===== src/rtl/surf_pkg.sv =====
// ============================================================================
// SURF random word generator package
// Shared constants, microcode control word and helper functions.
// ============================================================================
package surf_pkg;

   // Field and storage sizes.
   localparam int WordBits     = 32;
   localparam int ValueBits    = 16;
   localparam int SeedDepth    = 32;
   localparam int SeedAddrBits = 5;
   localparam int MixWords     = 12;
   localparam int BufWords     = 8;
   localparam int BufIdxBits   = 3;
   localparam int LeftBits     = 4;
   localparam int Rounds       = 16;
   localparam int CountBits    = 128;

   localparam logic [WordBits-1:0] GOLDEN = 32'h9e3779b9;

   // Microprogram step addresses.
   typedef logic [3:0] upc_type;
   localparam upc_type UPC_FETCH  = 4'd0;
   localparam upc_type UPC_INC    = 4'd1;
   localparam upc_type UPC_LDMIX  = 4'd2;
   localparam upc_type UPC_LDBUF  = 4'd3;
   localparam upc_type UPC_ROUND1 = 4'd4;
   localparam upc_type UPC_XOR1   = 4'd5;
   localparam upc_type UPC_ROUND2 = 4'd6;
   localparam upc_type UPC_XOR2   = 4'd7;
   localparam upc_type UPC_EMIT   = 4'd8;

   // Seed word bases for the loader steps.
   localparam logic [SeedAddrBits-1:0] BASE_KEY = 5'd0;
   localparam logic [SeedAddrBits-1:0] BASE_MIX = 5'd12;
   localparam logic [SeedAddrBits-1:0] BASE_BUF = 5'd24;

   localparam logic [3:0] LAST_MIX = 4'd11;
   localparam logic [3:0] LAST_BUF = 4'd7;

   // Datapath operations.
   typedef enum logic [2:0] {
      OP_NOP,
      OP_FETCH,
      OP_INC,
      OP_LDMIX,
      OP_LDBUF,
      OP_ROUND,
      OP_XOR,
      OP_EMIT
   } op_type;

   // Sequencer conditions.
   typedef enum logic [2:0] {
      C_NEVER,
      C_ALWAYS,
      C_NOT_DRAW,
      C_DRAW_HIT,
      C_LOOP_MORE,
      C_ROUND_MORE,
      C_RSP_BUSY
   } cond_type;

   // One control word of the microprogram.
   typedef struct packed {
      op_type                  op;
      cond_type                stay;
      cond_type                jump;
      upc_type                 target;
      logic [3:0]              lc_last;
      logic [SeedAddrBits-1:0] rd_base;
      logic                    set_full;
   } uword_type;

   // Microprogram ROM.
   function automatic uword_type ucode(upc_type upc);
      uword_type w;
      w = '{op: OP_NOP, stay: C_NEVER, jump: C_ALWAYS, target: UPC_FETCH,
            lc_last: 4'd0, rd_base: BASE_KEY, set_full: 1'b0};
      unique case (upc)
         UPC_FETCH: begin
            w.op = OP_FETCH; w.stay = C_NOT_DRAW; w.jump = C_DRAW_HIT;
            w.target = UPC_EMIT;
         end
         UPC_INC: begin
            w.op = OP_INC; w.jump = C_NEVER;
         end
         UPC_LDMIX: begin
            w.op = OP_LDMIX; w.stay = C_LOOP_MORE; w.jump = C_NEVER;
            w.lc_last = LAST_MIX; w.rd_base = BASE_MIX;
         end
         UPC_LDBUF: begin
            w.op = OP_LDBUF; w.stay = C_LOOP_MORE; w.jump = C_NEVER;
            w.lc_last = LAST_BUF; w.rd_base = BASE_BUF;
         end
         UPC_ROUND1, UPC_ROUND2: begin
            w.op = OP_ROUND; w.stay = C_ROUND_MORE; w.jump = C_NEVER;
            w.lc_last = LAST_MIX;
         end
         UPC_XOR1: begin
            w.op = OP_XOR; w.jump = C_NEVER;
         end
         UPC_XOR2: begin
            w.op = OP_XOR; w.jump = C_NEVER; w.set_full = 1'b1;
         end
         UPC_EMIT: begin
            w.op = OP_EMIT; w.stay = C_RSP_BUSY; w.jump = C_ALWAYS;
            w.target = UPC_FETCH;
         end
         default: begin
            w.op = OP_NOP;
         end
      endcase
      return w;
   endfunction

   // Rotate left by the amount that goes with the word position.
   function automatic logic [WordBits-1:0] rotl_sel(logic [WordBits-1:0] v,
                                                    logic [1:0] sel);
      logic [WordBits-1:0] r;
      case (sel)
         2'd0:    r = {v[26:0], v[31:27]};
         2'd1:    r = {v[24:0], v[31:25]};
         2'd2:    r = {v[22:0], v[31:23]};
         default: r = {v[18:0], v[31:19]};
      endcase
      return r;
   endfunction

endpackage


===== src/rtl/surf_ram.sv =====
// ============================================================================
// Generic single-port-write RAM
// One write port and one read port with registered read data.
// ============================================================================
module surf_ram #(
   parameter int WIDTH = 32,
   parameter int DEPTH = 32
) (
   input  logic                     clock,
   input  logic                     wr_en,
   input  logic [$clog2(DEPTH)-1:0] wr_addr,
   input  logic [WIDTH-1:0]         wr_data,
   input  logic [$clog2(DEPTH)-1:0] rd_addr,
   output logic [WIDTH-1:0]         rd_data
);

   logic [WIDTH-1:0] mem_ff [DEPTH];
   logic [WIDTH-1:0] rd_data_ff;

   // Write port and registered read port.
   always_ff @(posedge clock) begin
      if (wr_en) begin
         mem_ff[wr_addr] <= wr_data;
      end
      rd_data_ff <= mem_ff[rd_addr];
   end

   assign rd_data = rd_data_ff;

endmodule


===== src/rtl/surf_random_word_generator_top.sv =====
// ============================================================================
// SURF random word generator
// Microcoded sequencer that loads seed words and draws 16-bit random values.
// ============================================================================
//
//   Channel  Direction  Signals
//   req      in         req_valid, req_ready, req_kind, req_seed_index, req_seed_word
//   rsp      out        rsp_valid, rsp_ready, rsp_random_value
//
// A seed write is taken in the fetch step. A draw from a filled buffer passes from
// the fetch step straight to the emit. A draw that empties into a refill runs one
// increment, 20 seed loads, 384 mixing steps at one per cycle through the shared
// round unit, two buffer merges and the emit.
// Reset is synchronous and clears the sequencer and the seed valid bits.
// A stalled response holds the sequencer only when the next draw must emit.
//
module surf_random_word_generator_top (
   input  logic                               clock,
   input  logic                               reset,
   input  logic                               req_valid,
   output logic                               req_ready,
   input  logic                               req_kind,
   input  logic [surf_pkg::SeedAddrBits-1:0]  req_seed_index,
   input  logic [surf_pkg::WordBits-1:0]      req_seed_word,
   output logic                               rsp_valid,
   input  logic                               rsp_ready,
   output logic [surf_pkg::ValueBits-1:0]     rsp_random_value
);

   import surf_pkg::*;

   // Sequencer state.
   upc_type    upc_ff, upc_in;
   logic [3:0] lc_ff, lc_in;
   logic [3:0] rc_ff, rc_in;
   uword_type  uw;
   uword_type  uw_next;

   // Datapath state.
   logic [WordBits-1:0]  mix_ff [MixWords];
   logic [WordBits-1:0]  mix_in [MixWords];
   logic [WordBits-1:0]  buf_ff [BufWords];
   logic [WordBits-1:0]  buf_in [BufWords];
   logic [WordBits-1:0]  acc_ff, acc_in;
   logic [WordBits-1:0]  sum_ff, sum_in;
   logic [CountBits-1:0] count_ff, count_in;
   logic [LeftBits-1:0]  left_ff, left_in;
   logic [SeedDepth-1:0] seed_valid_ff, seed_valid_in;
   logic                 rd_valid_ff;
   logic                 rsp_valid_ff, rsp_valid_in;
   logic [ValueBits-1:0] rsp_value_ff, rsp_value_in;

   // Seed memory port signals.
   logic                    seed_wr;
   logic [SeedAddrBits-1:0] rd_addr;
   logic [WordBits-1:0]     rd_data;
   logic [WordBits-1:0]     key;
   logic [WordBits-1:0]     cnt_word;
   logic [WordBits-1:0]     term;
   logic [WordBits-1:0]     mixed;
   logic [WordBits-1:0]     loaded;
   logic [BufIdxBits-1:0]   out_idx;

   // Condition results.
   logic lc_last_hit;
   logic rsp_busy;
   logic stay_true;
   logic jump_true;
   logic emit_fire;

   function automatic logic cond_eval(cond_type c, logic not_draw, logic draw_hit,
                                      logic loop_more, logic round_more, logic busy);
      logic r;
      unique case (c)
         C_NEVER:      r = 1'b0;
         C_ALWAYS:     r = 1'b1;
         C_NOT_DRAW:   r = not_draw;
         C_DRAW_HIT:   r = draw_hit;
         C_LOOP_MORE:  r = loop_more;
         C_ROUND_MORE: r = round_more;
         C_RSP_BUSY:   r = busy;
         default:      r = 1'b0;
      endcase
      return r;
   endfunction

   assign uw          = ucode(upc_ff);
   assign req_ready   = (uw.op == OP_FETCH);
   assign seed_wr     = req_valid && req_ready && !req_kind;
   assign lc_last_hit = (lc_ff == uw.lc_last);
   assign rsp_busy    = rsp_valid_ff && !rsp_ready;
   assign emit_fire   = (uw.op == OP_EMIT) && !rsp_busy;

   // Sequencer branch conditions.
   assign stay_true = cond_eval(uw.stay, !(req_valid && req_kind),
                                req_valid && req_kind && (left_ff != '0),
                                !lc_last_hit,
                                !lc_last_hit || (rc_ff != 4'(Rounds - 1)),
                                rsp_busy);
   assign jump_true = cond_eval(uw.jump, !(req_valid && req_kind),
                                req_valid && req_kind && (left_ff != '0),
                                !lc_last_hit,
                                !lc_last_hit || (rc_ff != 4'(Rounds - 1)),
                                rsp_busy);

   // Next step address and loop counters.
   always_comb begin
      if (stay_true) begin
         upc_in = upc_ff;
      end else if (jump_true) begin
         upc_in = uw.target;
      end else begin
         upc_in = upc_ff + 4'd1;
      end

      lc_in = lc_ff;
      rc_in = rc_ff;
      case (uw.op)
         OP_INC, OP_XOR: begin
            lc_in = '0;
         end
         OP_LDMIX, OP_LDBUF: begin
            lc_in = lc_last_hit ? 4'd0 : lc_ff + 4'd1;
         end
         OP_ROUND: begin
            lc_in = lc_last_hit ? 4'd0 : lc_ff + 4'd1;
            if (lc_last_hit) begin
               rc_in = rc_ff + 4'd1;
            end
         end
         default: begin
         end
      endcase
   end

   // The seed read is issued for the step that runs next.
   assign uw_next = ucode(upc_in);
   assign rd_addr = uw_next.rd_base + {1'b0, lc_in};

   surf_ram #(
      .WIDTH(WordBits),
      .DEPTH(SeedDepth)
   ) u_seed_ram (
      .clock   (clock),
      .wr_en   (seed_wr),
      .wr_addr (req_seed_index),
      .wr_data (req_seed_word),
      .rd_addr (rd_addr),
      .rd_data (rd_data)
   );

   // Seed words never written read as zero.
   assign key = rd_valid_ff ? rd_data : '0;

   always_comb begin
      seed_valid_in = seed_valid_ff;
      if (seed_wr) begin
         seed_valid_in[req_seed_index] = 1'b1;
      end
   end

   // Counter word that enters the first four mixing words.
   always_comb begin
      if (lc_ff[3:2] == 2'd0) begin
         cnt_word = count_ff[lc_ff[1:0]*WordBits +: WordBits];
      end else begin
         cnt_word = '0;
      end
   end

   // Round unit: one mixing step per cycle.
   assign loaded  = key ^ cnt_word;
   assign term    = ((acc_ff ^ key) + sum_ff) ^ rotl_sel(acc_ff, lc_ff[1:0]);
   assign mixed   = mix_ff[0] + term;
   assign out_idx = BufIdxBits'(left_ff - 4'd1);

   // Datapath next values.
   always_comb begin
      mix_in       = mix_ff;
      buf_in       = buf_ff;
      acc_in       = acc_ff;
      sum_in       = sum_ff;
      count_in     = count_ff;
      left_in      = left_ff;
      rsp_value_in = rsp_value_ff;
      rsp_valid_in = rsp_valid_ff && !rsp_ready;

      case (uw.op)
         OP_INC: begin
            count_in = count_ff + CountBits'(1);
            sum_in   = GOLDEN;
         end
         OP_LDMIX: begin
            for (int k = 0; k < MixWords - 1; k++) begin
               mix_in[k] = mix_ff[k+1];
            end
            mix_in[MixWords-1] = loaded;
            acc_in             = loaded;
         end
         OP_LDBUF: begin
            for (int k = 0; k < BufWords - 1; k++) begin
               buf_in[k] = buf_ff[k+1];
            end
            buf_in[BufWords-1] = key;
         end
         OP_ROUND: begin
            for (int k = 0; k < MixWords - 1; k++) begin
               mix_in[k] = mix_ff[k+1];
            end
            mix_in[MixWords-1] = mixed;
            acc_in             = mixed;
            if (lc_last_hit) begin
               sum_in = sum_ff + GOLDEN;
            end
         end
         OP_XOR: begin
            for (int k = 0; k < BufWords; k++) begin
               buf_in[k] = buf_ff[k] ^ mix_ff[k+4];
            end
         end
         OP_EMIT: begin
            if (emit_fire) begin
               rsp_value_in = buf_ff[out_idx][ValueBits-1:0];
               rsp_valid_in = 1'b1;
               left_in      = left_ff - 4'd1;
            end
         end
         default: begin
         end
      endcase

      if (uw.set_full) begin
         left_in = LeftBits'(BufWords);
      end
   end

   // Control registers.
   always_ff @(posedge clock) begin
      if (reset) begin
         upc_ff        <= UPC_FETCH;
         lc_ff         <= '0;
         rc_ff         <= '0;
         left_ff       <= '0;
         count_ff      <= '0;
         seed_valid_ff <= '0;
         rd_valid_ff   <= 1'b0;
         rsp_valid_ff  <= 1'b0;
      end else begin
         upc_ff        <= upc_in;
         lc_ff         <= lc_in;
         rc_ff         <= rc_in;
         left_ff       <= left_in;
         count_ff      <= count_in;
         seed_valid_ff <= seed_valid_in;
         rd_valid_ff   <= seed_valid_ff[rd_addr];
         rsp_valid_ff  <= rsp_valid_in;
      end
   end

   // Payload registers.
   always_ff @(posedge clock) begin
      mix_ff       <= mix_in;
      buf_ff       <= buf_in;
      acc_ff       <= acc_in;
      sum_ff       <= sum_in;
      rsp_value_ff <= rsp_value_in;
   end

   assign rsp_valid        = rsp_valid_ff;
   assign rsp_random_value = rsp_value_ff;

endmodule


===== config.mk =====
export PLATFORM = sky130hd
export DESIGN_NAME = surf_random_word_generator_top
export DESIGN_NICKNAME = d
export VERILOG_FILES = /design/src/rtl/surf_pkg.sv /design/src/rtl/surf_ram.sv /design/src/rtl/surf_random_word_generator_top.sv
export SDC_FILE = /design/constraint.sdc
export NUM_CORES = 2
export LEC_CHECK = 0
export BUFFER_PORTS_ARGS = -buffer_cell sky130_fd_sc_hd__clkbuf_2
export CAP_MARGIN = 20
export CORE_MARGIN = 4
export CORE_UTILIZATION = 68
export DETAILED_ROUTE_END_ITERATION = 7
export PLACE_DENSITY = 0.82
export SLEW_MARGIN = 20
export SYNTH_ARGS = -nofsm -noshare
export SYNTH_HDL_FRONTEND = slang
export SYNTH_SLANG_ARGS = --single-unit

===== constraint.sdc =====
create_clock -name clock -period 50.2 [get_ports clock]
set_input_delay 2.51 -clock clock [delete_from_list [all_inputs] [get_ports clock]]
set_output_delay 2.51 -clock clock [all_outputs]
set_load 0.01 [all_outputs]

After elaboration in Yosys (flattened, before gate mapping):

Memory sizes are Yosys's and may differ from the RTL's. A register that Yosys moved wholly into a read port is not among the register bits.
Index checks and enable logic that the tools add are counted.

* register bits: 898
* RAM bits: 1024
* input port bits: 42
* memories: 1

Memory list
* u_seed_ram.mem_ff: depth 32, bits a word 32, rd ports 1, clocked after Yosys merged registers in 1, wr ports 1, line surf_ram.sv:17 `logic [WIDTH-1:0] mem_ff [DEPTH];`

* $add $sub $neg: 9
* $lt $le $gt $ge: 4
* eq/ne operators: 34
* shift operators: 1
* muxes and demuxes: 35
* bitwise logic cells: 13
* reductions and logical operators: 34

Operators with widths (count)
* 384-bit case mux with 2 select lines: 1
* 256-bit case mux with 2 select lines: 1
* 32-bit bitwise XOR: 11
* 128-bit by 1-bit adder with 128-bit output (second input constant): 1
* 32-bit case mux with 2 select lines: 2
* 128-bit by 8-bit variable part select with 32-bit output: 1
* 32-bit binary-select mux with 3-bit select: 1
* 32-bit 2-to-1 mux: 3
* 32-bit case mux with 3 select lines: 1
* 32-bit adder: 2
* 32-bit adder (second input constant): 1
* 16-bit 2-to-1 mux: 2
* 32-bit bitwise OR: 1
* 3-bit == test (second input constant): 10
* 4-bit 2-to-1 mux: 7
* 3-bit case mux with 7 select lines: 1
* 3-bit by 2-bit == test with 1-bit output (second input constant): 6
* 4-bit by 2-bit == test with 1-bit output (second input constant): 4
* 4-bit by 3-bit == test with 1-bit output (second input constant): 4
* 4-bit case mux with 2 select lines: 2
* 4-bit by 1-bit adder with 4-bit output (second input constant): 3
* 5-bit by 6-bit less-than comparator with 1-bit output (second input constant): 2
* 1-bit case mux with 6 select lines: 2
* 3-bit case mux with 4 select lines: 1
* 29 further kinds: 60

Depth between registers and ports, before layout:

* depth after elaboration: 14
* mapped depth: 26
* mapped depth without buffers: 24

Hierarchy:

From an unflattened synthesis, not the netlist that was laid out.

* cell total of the unflattened synthesis: 5256
* area total of the unflattened synthesis: 75864.0 um^2

Modules (own cells, without submodules)
* surf_ram: instances 1, cells each 2260, area each 40485.1 um^2
* surf_random_word_generator_top: instances 1, cells each 2996, area each 35378.9 um^2

Worst setup path after synthesis:

No wires, ideal clock.

* kind: register to register
* start: register upc_ff[0]
* end: register mix_ff[0] in the netlist's numbering (enable)
* library setup time: 1.139 ns
* data arrival time: 17.230 ns
* required time: 49.061 ns
* slack: 31.831 ns
* stages on the path, launching flop included: 8
* buffers on the path: 1
* clock period less this slack: 18.369 ns
* cell sequence: dfxtp_1 > inv_1 > ha_1 > buf_4 > nor2_2 > a2111oi_1 > a31oi_1 > nor2_1

* longest elaborated chain between the ends: 5

RTL lines
* from (decl): line surf_random_word_generator_top.sv:33 `upc_type upc_ff, upc_in;`
* from (signal assigned): line surf_random_word_generator_top.sv:249 `upc_ff <= upc_in;`
* 4-bit by 3-bit == test with 1-bit output: line surf_pkg.sv:80 `unique case (upc)`
* 2-bit OR reduction (no line)
* 3-bit case mux with 7 select lines *: line surf_pkg.sv:80
* 3-bit == test or 3-bit by 2-bit == test with 1-bit output (tied branches): line surf_random_word_generator_top.sv:188 `case (uw.op)`
* 2-bit nonzero test (no line) *
* to (signal assigned): line surf_random_word_generator_top.sv:262 `mix_ff <= mix_in;`
* to (decl): line surf_random_word_generator_top.sv:40 `logic [WordBits-1:0] mix_ff [MixWords];`

Every way passes the cells marked *; elsewhere a longest branch is shown, timed or not.
A chain may end at the register's enable or synchronous reset.

Final worst setup path:

* start: register upc_ff[1]
* end: register u_seed_ram.rd_data_ff[2], in the netlist u_seed_ram.rd_data[2] (read register of u_seed_ram.mem_ff)

* longest elaborated chain between the ends: 12

RTL lines
* 4-bit by 3-bit == test with 1-bit output or 4-bit by 2-bit == test with 1-bit output (tied branches): line surf_pkg.sv:80
* 3-bit OR reduction (no line)
* 4-bit case mux with 2 select lines: line surf_pkg.sv:80
* 4-bit == test: line surf_random_word_generator_top.sv:90 `assign lc_last_hit = (lc_ff == uw.lc_last);`
* 1-bit zero test
* 1-bit logical OR: line surf_random_word_generator_top.sv:98, surf_random_word_generator_top.sv:103
* 1-bit case mux with 6 select lines: line surf_random_word_generator_top.sv:74 `unique case (c)`
* 4-bit 2-to-1 mux: line surf_random_word_generator_top.sv:110 `end else if (jump_true) begin`
* 4-bit 2-to-1 mux: line surf_random_word_generator_top.sv:108 `if (stay_true) begin`
* 4-bit by 2-bit == test with 1-bit output
* 5-bit case mux with 2 select lines: line surf_pkg.sv:80
* 5-bit by 4-bit adder with 5-bit output *: line surf_random_word_generator_top.sv:138 `assign rd_addr = uw_next.rd_base + {1'b0, lc_in};`
* to (decl): line surf_ram.sv:18 `logic [WIDTH-1:0] rd_data_ff;`

Marks and branches as above.

==> flow_summary.html <==
<table>
<tr><th>Metric</th><th>Value</th></tr>
<tr><th colspan="2">Global routing</th></tr>
<tr><td>Initial antenna violation count</td><td>6</td></tr>
<tr><td>First-pass GRT wire length</td><td>265 mm</td></tr>
<tr><td>All-Layer GR Usage</td><td>30.5%</td></tr>
<tr><td>Final global-route overflow total</td><td>0</td></tr>
<tr><td>Maximum number of pins on one net before global-route repair</td><td>170</td></tr>
<tr><td>Number of global-route vias before repair</td><td>42300</td></tr>
<tr><th colspan="2">Clocking</th></tr>
<tr><td>Maximum buffer depth of the clock tree</td><td>3</td></tr>
<tr><td>Register clock-pin slew on the reported worst setup and hold paths</td><td>60 ps</td></tr>
<tr><td>CTS Root Cell</td><td>clkbuf_16</td></tr>
<tr><td>CTS tree</td><td>built</td></tr>
<tr><td>Setup bufs post-CTS</td><td>0</td></tr>
<tr><td>CTS Hold Buffers Added</td><td>0</td></tr>
<tr><td>H-Tree Level Count</td><td>4</td></tr>
<tr><td>CTS sink cnt</td><td>1794</td></tr>
<tr><td>CTS buffer count</td><td>175</td></tr>
<tr><td>Count of instances resized after the clock tree is built</td><td>0</td></tr>
<tr><td>Clk_lat worst skew</td><td>790 ps</td></tr>
<tr><th colspan="2">Cells and area</th></tr>
<tr><td>Fillers</td><td>6373</td></tr>
<tr><td>Multi-input gate area in the final layout</td><td>0.0235 mm2</td></tr>
<tr><td>Sequential cell area</td><td>0.0518 mm2</td></tr>
<tr><td>Share of cells above drive strength 1</td><td>13.8%</td></tr>
<tr><td>Non-filler instance count after layout</td><td>6626</td></tr>
<tr><td>Layout net count</td><td>5113</td></tr>
<tr><td>Area Growth Syn to Fin</td><td>10.0%</td></tr>
<tr><th colspan="2">Critical path</th></tr>
<tr><td>Maximum fanout along the worst path</td><td>67</td></tr>
<tr><td>Worst setup path class</td><td>register to register</td></tr>
<tr><td>Endpoint arrival time on the critical path</td><td>7320 ps</td></tr>
<tr><td>CP peak stage delay</td><td>1010 ps</td></tr>
<tr><td>CP startpoint kind</td><td>register</td></tr>
<tr><td>CP max stage cell</td><td>buf_4</td></tr>
<tr><td>Req. time, crit path</td><td>50930 ps</td></tr>
<tr><td>Number of buffers and inverters on the critical path</td><td>3</td></tr>
<tr><td>Crit-path most repeated cell</td><td>buf_4</td></tr>
<tr><td>Endpoint type of the worst setup path</td><td>register</td></tr>
<tr><td>Critical path, cell by cell</td><td>ha_1, nor2b_1, or4b_1, a311oi_2, or3_1, o2bb2ai_4, buf_4, buf_4, buf_4, mux2i_1, mux4_2, mux2i_1, mux2_2</td></tr>
<tr><td>Family with the most delay on the worst path</td><td>buffers and inverters</td></tr>
<tr><th colspan="2">Timing</th></tr>
<tr><td>Setup slack after layout</td><td>43610 ps</td></tr>
<tr><td>Aggregate negative setup slack</td><td>0 ps</td></tr>
<tr><td>Final setup violation count</td><td>0</td></tr>
<tr><td>Portion of the clock cycle consumed by the worst path in the final layout</td><td>13.1%</td></tr>
<tr><td>Slew headroom</td><td>22.5%</td></tr>
<tr><td>Max Clk Rate</td><td>152 MHz</td></tr>
<tr><td>Final hold viol count</td><td>0</td></tr>
<tr><td>Final setup skew</td><td>30.3 ps</td></tr>
<tr><td>Pin slew with the least headroom to its limit</td><td>1160 ps</td></tr>
<tr><td>Slew Limit Fails</td><td>0</td></tr>
<tr><td>Final Critical Period</td><td>6590 ps</td></tr>
<tr><td>RSZ-0062 raised after global routing</td><td>false</td></tr>
<tr><th colspan="2">Placement</th></tr>
<tr><td>Worst slack at placement</td><td>43110 ps</td></tr>
<tr><td>Placed insts</td><td>6298</td></tr>
<tr><td>Total of buffers placed on input and output ports</td><td>59</td></tr>
<tr><td>DP Wirelength</td><td>104 mm</td></tr>
<tr><td>Final weighted congestion of routability-driven global placement</td><td>0.922</td></tr>
<tr><th colspan="2">Route</th></tr>
<tr><td>Final routed wire length divided by cell count</td><td>27.0 um</td></tr>
<tr><td>Final wirelength</td><td>179 mm</td></tr>
<tr><td>Drt pass-1 iters</td><td>8</td></tr>
<tr><td>Via density</td><td>6.47</td></tr>
<tr><td>Final ANT Viol Nets</td><td>0</td></tr>
<tr><td>Detailed-route via count</td><td>42900</td></tr>
<tr><td>DRC violation total after the first TritonRoute iteration</td><td>5153</td></tr>
<tr><td>DRC</td><td>0</td></tr>
<tr><th colspan="2">Synth</th></tr>
<tr><td>Number of synthesized flops with an enable pin</td><td>1584</td></tr>
<tr><td>Cell accounting for the most synthesized area</td><td>edfxtp_1</td></tr>
<tr><td>Commonest cells in the netlist</td><td>edfxtp_1, mux2i_1, nand2_1</td></tr>
<tr><td>Yosys synthesis warning count</td><td>0</td></tr>
<tr><td>Most frequently used cell type in the post-synthesis netlist</td><td>edfxtp_1</td></tr>
<tr><td>Summed instance area of the synthesized netlist</td><td>0.0762 mm2</td></tr>
<tr><td>Fraction of registers with async set or reset after synthesis</td><td>0%</td></tr>
<tr><td>Main combinational cell family by area after synthesis</td><td>multiplexers</td></tr>
<tr><td>Most area-consuming cells after synthesis</td><td>edfxtp_1, mux2i_1, mux4_2</td></tr>
<tr><td>Mean instance size in the synthesized netlist</td><td>15.5 um2</td></tr>
<tr><td>Gate count of the mapped netlist</td><td>4913</td></tr>
<tr><td>Synth cell types</td><td>78</td></tr>
<tr><td>XOR/XNOR Fraction of Synth Area</td><td>4.63%</td></tr>
<tr><td>Area share of and/or/nand/nor cells after synthesis</td><td>5.92%</td></tr>
<tr><td>Synthesized-area fraction occupied by ao, oa, aoi and oai cells</td><td>4.27%</td></tr>
<tr><td>Sequential cell area fraction in the yosys report</td><td>67.9%</td></tr>
<tr><td>Share of Yosys cell area claimed by the top area cell type</td><td>62.4%</td></tr>
<tr><td>Post-synthesis share of cell area spent on full adders, half adders and majority gates</td><td>1.42%</td></tr>
<tr><td>Multiplexer share of the synthesized area</td><td>14.1%</td></tr>
<tr><td>Number of nets in the synthesized netlist</td><td>5039</td></tr>
<tr><td>#FFs+latches synth</td><td>1794</td></tr>
<tr><td>Leading register cell type out of synthesis</td><td>edfxtp_1</td></tr>
<tr><th colspan="2">Power and ir drop</th></tr>
<tr><td>Power density of the placed cells</td><td>59.3 mW/mm2</td></tr>
<tr><td>Static power due to leakage</td><td>26.4 nW</td></tr>
<tr><td>Maximum vdd drop</td><td>0.0000794 V</td></tr>
<tr><th colspan="2">Run status</th></tr>
<tr><td>Outcome</td><td>finished clean</td></tr>
<tr><th colspan="2">Floorplan</th></tr>
<tr><td>Horizontal extent of the die</td><td>343 um</td></tr>
<tr><td>Effective utilization at floorplan</td><td>68.7%</td></tr>
<tr><td>Die outline area</td><td>0.118 mm2</td></tr>
<tr><td>Number of core rows</td><td>122</td></tr>
<tr><td>Number of primary I/O pins</td><td>60</td></tr>
<tr><td>CORE AREA</td><td>0.111 mm2</td></tr>
<tr><td>Vertical extent of the die</td><td>343 um</td></tr>
<tr><th colspan="2">Run</th></tr>
<tr><td>Number of maximum-capacitance violations</td><td>0</td></tr>
<tr><th colspan="2">Worst hold path</th></tr>
<tr><td>Path class of the lowest-slack min-delay path</td><td>register to register</td></tr>
</table>
path summary, 6_finish.rpt:
kind | endpoint | depth (start not counted) | slack [ps] | start
worst min register to register | mix_ff[149] | 0 | 410 | mix_ff[117]
worst max-delay path | u_seed_ram.rd_data[2] | 13 | 43610 | upc_ff[1]
worst max register to register | u_seed_ram.rd_data[2] | 13 | 43610 | upc_ff[1]
worst min-delay path | mix_ff[149] | 0 | 410 | mix_ff[117]
registers in the layout (all words and copies together), names as in the netlist:
register / count
rsp_random_value: 16
u_seed_ram.mem_ff: 1024
rc_ff: 4
rd_valid_ff: 1
mix_ff: 384
count_ff: 128
upc_ff: 4
lc_ff: 4
seed_valid_ff: 32
rsp_valid: 1
buf_ff: 128
left_ff: 4
sum_ff: 32
u_seed_ram.rd_data: 32
layout make-up:
cell class | count | share of cell area [%]
Antenna cell | 3 | 0.00895
Clock buffer | 240 | 5.89
Clock inverter | 85 | 0.910
Inverter | 40 | 0.179
Multi-Input combinational cell | 2845 | 28.0
Sequential cell | 1794 | 61.7
Tap cell | 1488 | 2.22
Timing Repair Buffer | 131 | 1.03
per-stage QoR:
step / hold slack [ps] / util (%) / cell area (um2) / power (mW)
2_1_floorplan: 400 / - / 76200 / 3.32
3_3_place_gp: 401 / 70.4 / 78100 / 3.62
3_5_place_dp: 405 / 70.4 / 78100 / 3.65
4_1_cts: 407 / 75.6 / 83900 / 4.96
5_1_grt: 409 / 75.6 / 83900 / 5.19
6_report: 407 / 75.6 / 83900 / 4.97
report_power, final:
group	internal (mW)	leakage, nW	switching [mW]
Combinational	0.642	7.61	0.932
Clock	0.743	2.82	0.555
Sequential	1.93	16.0	0.163
cell families (layout without fill, tap and decap cells):
group | Yosys count | after routing
buf+inv | 274 | 496
other cells | 0 | 3
mux | 829 | 829
xor+xnor | 403 | 403
flops | 1794 | 1794
fa+ha+maj | 85 | 85
simple gates | 1001 | 1001
compound gates | 527 | 527
layer usage:
| metal | share of wire, % | wire [um] | track usage, % | vias up |
|---|---|---|---|---|
| met3 | 8.2 | 14700 | 5.57 | 418 |
| li1 | - | - | - | 18900 |
| met1 | 38 | 67200 | 40.3 | 21600 |
| met2 | 50 | 88800 | 50.6 | 1989 |
| met5 | 0.0095 | 17 | 0 | - |
| met4 | 4.5 | 8100 | 13.2 | 2 |
placed cells by master (no fill, tap or decap), types with 13 or more instances in the layout:
master	n
clkinv_1	26
a211oi_1	15
or2_2	13
and3_1	25
xnor2_1	259
inv_1	39
nand2_1	362
nor2b_1	19
mux2_2	51
dfxtp_1	208
clkbuf_1	42
mux2i_1	586
ha_1	80
o21ai_0	218
a21oi_1	126
nand3_1	77
a31oi_1	15
clkbuf_8	15
nor3_1	44
and2_1	18
clkinv_2	37
clkbuf_2	58
edfxtp_1	1584
or3_1	33
nand4_1	36
xor2_1	142
mux4_2	192
nor2_4	33
clkbuf_16	183
and4_1	15
a21o_1	34
a222oi_1	32
buf_4	70
nor2_1	276
(Power assumes the default switching activity.)
